**config.mk**
```make
export PLATFORM = sky130hd
export DESIGN_NAME = emrs_ctrl
export DESIGN_NICKNAME = d
export VERILOG_FILES = /design/src/rtl/emrs_pkg.sv /design/src/rtl/emrs_ctrl.sv
export SDC_FILE = /design/constraint.sdc
export NUM_CORES = 1
export LEC_CHECK = 0
export BUFFER_PORTS_ARGS = -buffer_cell sky130_fd_sc_hd__buf_2
export CAP_MARGIN = 20
export CORE_AREA = 2 2 39 41
export CTS_BUF_LIST = sky130_fd_sc_hd__clkbuf_4 sky130_fd_sc_hd__clkbuf_8 sky130_fd_sc_hd__clkbuf_16
export CTS_CLUSTER_DIAMETER = 120
export CTS_CLUSTER_SIZE = 24
export DETAILED_ROUTE_END_ITERATION = 10
export DIE_AREA = 0 0 41 43
export PLACE_DENSITY = 0.57
export SETUP_SLACK_MARGIN = 0.4
export SYNTH_ARGS = -nofsm -noshare
export SYNTH_HDL_FRONTEND = slang
export SYNTH_SLANG_ARGS = --single-unit
```
**constraint.sdc**
```tcl
create_clock -name clk_i -period 2.1 [get_ports clk_i]
set_clock_uncertainty 0.05 [all_clocks]
set_input_delay 0.315 -clock clk_i [delete_from_list [all_inputs] [get_ports clk_i]]
set_output_delay 0.315 -clock clk_i [all_outputs]
set_load 0.02 [all_outputs]
```
**src/rtl/emrs_pkg.sv**
```systemverilog
`timescale 1ns / 1ps
`default_nettype none
package emrs_pkg;

  localparam int DIST_W    = 32;
  localparam int RATIO_W   = 16;
  localparam int CNT_CFG_W = 11;
  localparam int IDX_OUT_W = 10;
  localparam int STATUS_W  = 2;
  localparam int CFG_IDX_W = 2;
  localparam int CFG_W     = 16;
  localparam int PROD_W    = DIST_W + RATIO_W;

  localparam logic [DIST_W-1:0] DIST_ONES = '1;

  // match status codes
  localparam logic [STATUS_W-1:0] ST_ACCEPT      = 2'd0;
  localparam logic [STATUS_W-1:0] ST_FEW_SAMPLES = 2'd1;
  localparam logic [STATUS_W-1:0] ST_FEW_VALID   = 2'd2;
  localparam logic [STATUS_W-1:0] ST_RATIO_FAIL  = 2'd3;

  // register indexes
  localparam logic [CFG_IDX_W-1:0] REG_RATIO       = 2'd0;
  localparam logic [CFG_IDX_W-1:0] REG_MIN_SAMPLES = 2'd1;
  localparam logic [CFG_IDX_W-1:0] REG_MIN_VALID   = 2'd2;
  localparam logic [CFG_IDX_W-1:0] REG_WIN_DIV     = 2'd3;

  localparam logic [RATIO_W-1:0]   RATIO_RST       = 16'd52429;
  localparam logic [CNT_CFG_W-1:0] MIN_SAMPLES_RST = 11'd18;
  localparam logic [CNT_CFG_W-1:0] MIN_VALID_RST   = 11'd8;
  localparam logic [CNT_CFG_W-1:0] WIN_DIV_RST     = 11'd10;

  typedef struct packed {
    logic upd;
    logic check;
    logic div_start;
    logic win_load;
    logic scan;
    logic mul;
    logic cmp;
    logic load_out;
  } ctrl_cmd_t;

  typedef struct packed {
    logic reject;
    logic div_done;
    logic scan_done;
  } dp_status_t;

endpackage
`default_nettype wire

```
**src/rtl/emrs_ctrl.sv**
```systemverilog
`timescale 1ns / 1ps
`default_nettype none
module emrs_ctrl
  import emrs_pkg::*;
(
  input  wire logic       clk_i,
  input  wire logic       rst_ni,
  input  wire logic       in_valid_i,
  output logic            in_ready_o,
  input  wire logic       last_sample_i,
  output logic            out_valid_o,
  input  wire logic       out_ready_i,
  input  wire dp_status_t status_i,
  output ctrl_cmd_t       cmd_o
);

  localparam logic [2:0] S_IDLE  = 3'd0;
  localparam logic [2:0] S_CHECK = 3'd1;
  localparam logic [2:0] S_DIV   = 3'd2;
  localparam logic [2:0] S_WIN   = 3'd3;
  localparam logic [2:0] S_SCAN  = 3'd4;
  localparam logic [2:0] S_MUL   = 3'd5;
  localparam logic [2:0] S_CMP   = 3'd6;
  localparam logic [2:0] S_DONE  = 3'd7;

  logic [2:0] state_q, state_d;
  logic       out_valid_q, out_valid_d;
  logic       out_free;

  assign out_free   = !out_valid_q || out_ready_i;
  assign in_ready_o = state_q == S_IDLE;

  always_comb begin
    state_d = state_q;
    cmd_o   = '0;
    unique case (state_q)
      S_IDLE: begin
        cmd_o.upd = in_valid_i;
        if (in_valid_i && last_sample_i) state_d = S_CHECK;
      end
      S_CHECK: begin
        cmd_o.check = 1'b1;
        if (status_i.reject) begin
          state_d = S_DONE;
        end else begin
          cmd_o.div_start = 1'b1;
          state_d         = S_DIV;
        end
      end
      S_DIV: begin
        if (status_i.div_done) state_d = S_WIN;
      end
      S_WIN: begin
        cmd_o.win_load = 1'b1;
        state_d        = S_SCAN;
      end
      S_SCAN: begin
        cmd_o.scan = 1'b1;
        if (status_i.scan_done) state_d = S_MUL;
      end
      S_MUL: begin
        cmd_o.mul = 1'b1;
        state_d   = S_CMP;
      end
      S_CMP: begin
        cmd_o.cmp = 1'b1;
        state_d   = S_DONE;
      end
      S_DONE: begin
        // wait for the output register to free up
        if (out_free) begin
          cmd_o.load_out = 1'b1;
          state_d        = S_IDLE;
        end
      end
      default: state_d = S_IDLE;
    endcase
  end

  always_comb begin
    out_valid_d = out_valid_q;
    if (out_valid_q && out_ready_i) out_valid_d = 1'b0;
    if (cmd_o.load_out) out_valid_d = 1'b1;
  end

  always_ff @(posedge clk_i or negedge rst_ni) begin
    if (!rst_ni) begin
      state_q     <= S_IDLE;
      out_valid_q <= 1'b0;
    end else begin
      state_q     <= state_d;
      out_valid_q <= out_valid_d;
    end
  end

  assign out_valid_o = out_valid_q;

endmodule
`default_nettype wire

```
## After elaboration in Yosys (flattened, before gate mapping)

Cells that the tools add are included.

| word-level totals | value |
|---|---|
| bits in registers | 4 |
| input port bits | 8 |
| output and inout bits | 10 |
| word-level logic and storage cells | 37 |

| cells by class | value |
|---|---|
| equal/unequal tests | 11 |
| muxes and demuxes | 17 |
| reduce and logical (&&, ||, !) cells | 7 |

Operator list:

| kind | count |
|---|---|
| $pmux 3 s8 | 1 |
| $mux 3 | 5 |
| $eq 3x3->1 const B | 4 |
| $mux 1 | 10 |
| $eq 3x2->1 const B | 2 |
| $ne 2x2->1 const B | 3 |
| $reduce_and 4->1 | 1 |
| $eq 3x1->1 const B | 1 |
| $logic_not 3->1 | 1 |
| $logic_and 1x1->1 | 2 |
| $mux 2 | 1 |
| $ne 2x1->1 const B | 1 |
| $reduce_bool 2->1 | 1 |
| $logic_not 1->1 | 1 |
| $logic_or 1x1->1 | 1 |

## Longest topological paths before layout

Gate-level depths: netlist of run 1.

| logic depth | value |
|---|---|
| depth in word-level cells | 5 |
| depth in mapped cells | 6 |
| gate-level depth less buffers | 6 |

## Least setup slack after synthesis of run 1

OpenSTA, ideal clock, no wires.

| path | value |
|---|---|
| path kind | register -> register |
| from | reg state_q[0] |
| to | reg state_q[1] |
| library setup time | 125 ps |
| arrival | 1501 ps |
| required time | 1925 ps |
| setup slack | 424 ps |
| stages on the path, launching flop included | 7 |
| path buffers | 0 |
| period minus slack after synthesis | 1676 ps |
| cells stage by stage | dfrtp_1 > inv_1 > ha_1 > nor2b_2 > a21o_1 > nor2_2 > mux2_2 |

| between the ends | value |
|---|---|
| longest elaborated chain between the ends | 3 |
| elaborated cells on any way between the ends | 14 |
| those cells by class | eq/ne: 11; mux: 1; reduce/logical: 2 |

Ends and longest elaborated chain:

| element | line | text |
|---|---|---|
| start, declared | emrs_ctrl.sv:26 | `logic [2:0] state_q, state_d;` |
| start signal, assigned | emrs_ctrl.sv:91 | `state_q <= state_d;` |
| $logic_not 3->1 (*) | -- |  |
| named net in_ready_o | emrs_ctrl.sv:9 | `output logic in_ready_o,` |
| $ne 2x1->1 (no line) | -- |  |
| $reduce_and 4->1 (no line) | -- |  |

The timed path passes the listed nets; every way through them passes the cells marked *.
A chain may end at the register's enable or synchronous reset.

==> results of run 1 <==
==> power breakdown <==
group / internal [W] / switching [W] / leakage (nW) / total (W)
logic: 0.000352 / 0.000315 / 0.240 / 0.000667
clock network: 0.0000638 / 0.0000289 / 0.0138 / 0.0000927
registers: 0.000123 / 0.0000714 / 0.0449 / 0.000194
==> cells in the mapped netlist <==
| cell type | instances |
|---|---|
| dfrtp_1 | 4 |
| ha_1 | 4 |
| and2_1 | 3 |
| nand2_1 | 3 |
| nor2b_1 | 3 |
| a211oi_1 | 2 |
| inv_1 | 2 |
| a2111o_1 | 1 |
| a21o_1 | 1 |
| buf_4 | 1 |
| buf_6 | 1 |
| inv_2 | 1 |
| mux2_2 | 1 |
| mux2_4 | 1 |
| nand2_4 | 1 |
| nand2b_1 | 1 |
| nor2_1 | 1 |
| nor2_2 | 1 |
| nor2b_2 | 1 |
| nor2b_4 | 1 |
| nor3_1 | 1 |
| nor3b_1 | 1 |
| o22ai_1 | 1 |
| or2_2 | 1 |
==> worst max path at each step <==
stage	to	depth (start not counted)
floorplan	state_q[1]	6
global placement	state_q[1]	6
detailed placement	state_q[1]	6
CTS	cmd_o[7]	5
global route	cmd_o[5]	5
finish	cmd_o[5]	5
==> flip-flops by register name, indices dropped and copies added, names as in the netlist <==
register and count:
out_valid_o 1, state_q 3
==> logic make-up (layout without fill, tap and decap cells) <==
family / after synthesis / in the layout / share of synthesized area
simple gates: 18 / 18 / 0.323
compound gates: 5 / 5 / 0.110
buf+inv: 5 / 28 / 0.0825
fa+ha+maj: 4 / 4 / 0.137
flops: 4 / 4 / 0.275
mux: 2 / 2 / 0.0722
==> worst reg2reg max path: stages, from the launching register on <==
cell and delay, ps:
dfrtp_1 400, buf_6 130, ha_4 160, nor2b_4 120
a2111o_1 410, mux2_4 260
==> area by class of cell <==
cell class,instances,area share
multi-input combinational,29,0.489
timing repair buffer,22,0.239
sequential,4,0.175
clock buffer,3,0.0385
tap,16,0.0342
inverter,3,0.0235
==> per-layer routing <==
metal  up-vias  part of all wire
li1        173                 -
met1       139              0.39
met2         9              0.56
met3         2             0.034
met4         0             0.012
met5         -                 0
==> stage by stage <==
stage	hold slack [ps]	util	setup slack (ps)
2_1_floorplan	-30.6	-	424
3_3_place_gp	76.2	0.325	406
3_5_place_dp	78.2	0.325	375
4_1_cts	323	0.386	385
5_1_grt	367	0.423	338
6_report	327	0.423	405
==> what timing repair did <==
action                                  4_1_cts  5_1_grt
buffers inserted                              2        2
hold endpoints to repair                      4        0
pin swaps                                     1        1
resized for setup                            10       10
hold buffers                                  1        0
cloned                                        0        0
endpoints found under the setup margin        5        6
==> run_results.csv, run 1 <==
group,metric,value,unit
clocking,cts_sinks,4,
setup_path,path_class,"flip-flop to primary output",
setup_path,cp_max_fo,5,
setup_path,reg2reg_slack,440,ps
synth,syn_nets,50,
clocking,numCtsBuffers,3,
worst_hold_path,whs_endpoint,"out_valid_o",
route,drcViolationCount,0,
power_and_ir_drop,p_leak,0.299,nW
setup_path,critical_path.startpoint,"state_q[1]",
grt,grt_antenna_before_repair,0,
timing,slew_headroom,0.805,
clocking,htreeDepth,1,
setup_path,max_stage_delay,430,ps
setup_path,critPathBufInv,2,
timing,post-route-min-period,1700,ps
timing,maxSlewViolCount,0,
route,drtIter0Drc,2,
setup_path,r2r_cells,5,
die,dieArea,1760,um2
setup_path,cp_data_arrival_time,1330,ps
power_and_ir_drop,power.density,1630,nW/um2
timing,fmax,590,MHz
synth,ys.warnings.count,0,
timing,rsz0062_at_grt,"true",
setup_path,critPathTopFamily,"flip-flops",
run,maxCapViolCount,0,
outcome,status,"completed",
die,pin_count,18,
die,start_util,0.263,
synth,syn_avg_cell_area,9.58,um2
synth,synth.area.top_cells,"dfrtp_1 (27%), ha_1 (14%), and2_1 (5.2%), nor2b_1 (5.2%), a211oi_1 (4.1%)",
route,viasPerCell,4.19,
cells_and_area,areaGrowthSynthToFinish,60.8,%
clocking,clk_latency,230,ps
cells_and_area,instances_no_fill,77,
die,core,1380,um2
grt,grt_pass1_wl,1280,um
setup_path,r2r_end,"state_q[0]",
clocking,clock_path_buffers,2,
cells_and_area,layout_commonest_cell,"buf_2",
setup_path,cp.required,1740,ps
timing,tns,0,ps
grt,grt_pass1_vias,304,
worst_hold_path,hold_class,"input port to flip-flop",
setup_path,worstPathCellList,"inv_4 -> ha_4 -> nor2b_4 -> nor2b_1 -> buf_4",
synth,yosysTopAreaCellShare,0.275,
place,dp_hpwl,585,um
grt,grt_util_met1,0.127,
route,wl_per_cell,10.7,um
power_and_ir_drop,peakVddDrop,0.424,mV
route,ant_nets,0,
grt,grtUsageMet2,0.175,
die,rows,14,
synth,yosysTopAreaCell,"dfrtp_1",
cells_and_area,register_area,103,um2
worst_hold_path,hold_depth,3,
clocking,clk_pin_slew,40,ps
cells_and_area,antennaDiodeCount,0,
worst_hold_path,min_from,"out_ready_i",
grt,grt_overflow,0,
grt,grt_max_degree,11,
cells_and_area,mostFrequentLayoutCells,"buf_2 (14), buf_4 (5)",
route,first_pass_iters,2,
place,portBuffers,17,
cells_and_area,fillCellCount,142,
route,vias,323,
cells_and_area,multi_input_area,287,um2
power_and_ir_drop,p_total,0.000955,W
timing,worst_pin_slew,293,ps
setup_path,crit_slowest_cell,"dfrtp_2",
setup_path,cp-start-kind,"flip-flop",
grt,track_usage,0.117,
die,die_x,41,um
place,placed_cells,69,
clocking,tritoncts,"built",
synth,synth-seq-area-share,0.275,
synth,ys_types,24,
grt,grt_use_met3,0.0314,
timing,hold_violations,0,
cells_and_area,drive_gt1_frac,0.672,
synth,ys_ff_latch,4,
die,die_h,43,um
place,gp_congestion,0.655,
synth,syn_area,364,um2
route,routed_wl,823,um
place,dpl_cell_area,450,um2
setup_path,end_kind,"primary output",
synth,synth_cells,38,
timing,setup_violations,0,
grt,grt.busiest_layer,"met2",
setup_path,rr_startpoint,"state_q[0]",
clocking,cts_root_buf,"clkbuf_4",
timing,post-route-period-util,0.807,
cells_and_area,finalInstanceArea,586,um2
cells_and_area,final_nets,75,
No activity file was read; power rests on OpenSTA's default activity.
==> run 2, diff against run 1 <==
==> constraint.sdc (replaced) <==
create_clock -name clk_i -period 1.59 [get_ports clk_i]
set_clock_uncertainty 0.05 [all_clocks]
set_input_delay 0.2385 -clock clk_i [delete_from_list [all_inputs] [get_ports clk_i]]
set_output_delay 0.2385 -clock clk_i [all_outputs]
set_load 0.02 [all_outputs]
==> run 2 against run 1 <==
Compared with the run above:
- the run now ends with setup timing left
- combinational power is 77% higher
- sequential power rose by 22%
- routed wire length grew 2.4%
- sequential share of layout area is 3.5 points lower
- critical path type unchanged
- largest cell class unchanged
==> run_results.csv, run 2 (synthesized netlist as in run 1, its figures left out) <==
group,metric,value,unit
timing,setup_violations,8,
die,die_h,43,um
setup_path,r2r_end,"state_q[0]",
power_and_ir_drop,p_leak,0.359,nW
setup_path,critical_path.startpoint,"state_q[0]",
grt,grt_overflow,0,
cells_and_area,mostFrequentLayoutCells,"buf_6 (13), buf_2 (9), buf_4 (6), nor2b_4 (4), ha_4 (4)",
outcome,violations,"setup timing",
place,placed_cells,75,
timing,rsz0062_at_grt,"true",
grt,grt_pass1_wl,1350,um
setup_path,rr_startpoint,"state_q[0]",
outcome,status,"complete, but fails checks",
grt,grt_antenna_before_repair,0,
setup_path,end_kind,"primary output",
clocking,clock_path_buffers,2,
route,routed_wl,843,um
place,portBuffers,17,
power_and_ir_drop,peakVddDrop,0.942,mV
die,pin_count,18,
route,drtIter0Drc,0,
route,drcViolationCount,0,
die,die_x,41,um
route,wl_per_cell,10.0,um
die,start_util,0.263,
setup_path,cp-start-kind,"flip-flop",
cells_and_area,largest_register,"state_q",
timing,post-route-min-period,1670,ps
setup_path,r2r_cells,5,
cells_and_area,layout_commonest_cell,"buf_6",
cells_and_area,areaGrowthSynthToFinish,98.6,%
grt,track_usage,0.120,
setup_path,cp_max_fo,3,
timing,fin_ws,-77.2,ps
power_and_ir_drop,power.density,2130,nW/um2
cells_and_area,largest_reg_flops,3,
grt,grt_max_degree,10,
die,rows,14,
clocking,clk_pin_slew,30,ps
timing,slew_headroom,0.833,
route,vias,364,
clocking,htreeDepth,1,
timing,hold_violations,0,
grt,grt_pass1_vias,347,
place,gp_congestion,0.673,
setup_path,reg2reg_slack,-40,ps
timing,maxSlewViolCount,0,
cells_and_area,final_nets,82,
route,ant_nets,0,
place,dp_hpwl,614,um
timing,worst_pin_slew,248,ps
worst_hold_path,hold_class,"input port to flip-flop",
route,viasPerCell,4.33,
die,core,1380,um2
cells_and_area,fillCellCount,130,
power_and_ir_drop,p_total,0.00154,W
clocking,cts_sinks,4,
route,first_pass_iters,1,
setup_path,cp_data_arrival_time,1380,ps
cells_and_area,antennaDiodeCount,0,
setup_path,cp.required,1300,ps
setup_path,cp-endpoint,"cmd_o[5]",
setup_path,path_class,"flip-flop to primary output",
timing,post-route-period-util,1.05,
clocking,tritoncts,"built",
clocking,cts_root_buf,"clkbuf_4",
clocking,numCtsBuffers,3,
die,dieArea,1760,um2
run,maxCapViolCount,0,
cells_and_area,drive_gt1_frac,0.735,
clocking,clk_latency,230,ps
timing,fmax,600,MHz
cells_and_area,instances_no_fill,84,
-- run 2: changes by cell type in the layout (fill, tap and decap cells not counted), sizes merged --
cell / previous run / this run
buf: 21 / 28
-- run 2: worst max-delay path, stage by stage (launching register included) --
cell	delay, ps
dfrtp_1	390
buf_6	140
ha_4	160
nor2b_4	120
buf_6	110
nor2b_4	110
buf_6	120
-- run 2: per-stage QoR --
| step | TNS (ps) | utilization | hold WS [ps] | worst slack (ps) | instance area [um2] |
|---|---|---|---|---|---|
| global placement | -64.9 | 0.373 | -4.62 | -48.5 | 517 |
| CTS | -333 | 0.510 | 240 | -80.8 | 706 |
| detailed placement | -97.6 | 0.373 | -4.51 | -66.4 | 517 |
| floorplan | 0 | - | -107 | 9.06 | 385 |
| finish | -290 | 0.523 | 259 | -77.2 | 723 |
| global route | -876 | 0.523 | 304 | -144 | 723 |
-- run 2: layout make-up --
class | instances | area, um2 | area share
multi-input combinational | 29 | 322 | 0.445
sequential | 4 | 101 | 0.140
inverter | 3 | 11.3 | 0.0156
tap | 16 | 20.0 | 0.0277
timing repair buffer | 29 | 246 | 0.341
clock buffer | 3 | 22.5 | 0.0311
-- run 2: routing by layer --
metal / up-vias / GRT usage / part of all wire
met5: - / 0 / 0
met4: 0 / 0.100 / 0.0095
met3: 2 / 0.0314 / 0.063
met2: 12 / 0.191 / 0.54
met1: 165 / 0.121 / 0.39
li1: 185 / - / -
-- run 2: worst min path at each step --
stage | from | to | slack [ps] | depth (start not counted)
3_5_place_dp | rst_ni | out_valid_o | -5 | 1
4_1_cts | out_ready_i | out_valid_o | 240 | 3
3_3_place_gp | rst_ni | out_valid_o | -5 | 1
6_report | out_ready_i | out_valid_o | 260 | 3
2_1_floorplan | rst_ni | out_valid_o | -110 | 0
5_1_grt | rst_ni | state_q[1] | 300 | 2
-- run 2: what timing repair did --
item | CTS | global route
setup buffers | 4 | 1
gates resized for setup | 33 | 2
hold buffers | 1 | 0
endpoints found under the setup margin | 12 | 12
pin swaps | 6 | 4
hold endpoints to repair | 4 | 0
gates cloned | 0 | 0
-- run 2: power breakdown --
group	internal, W	switching (W)	leakage [nW]
combinational	0.000687	0.000497	0.299
sequential	0.000160	0.0000774	0.0458
clock	0.0000841	0.0000366	0.0138
total	0.000932	0.000611	0.359
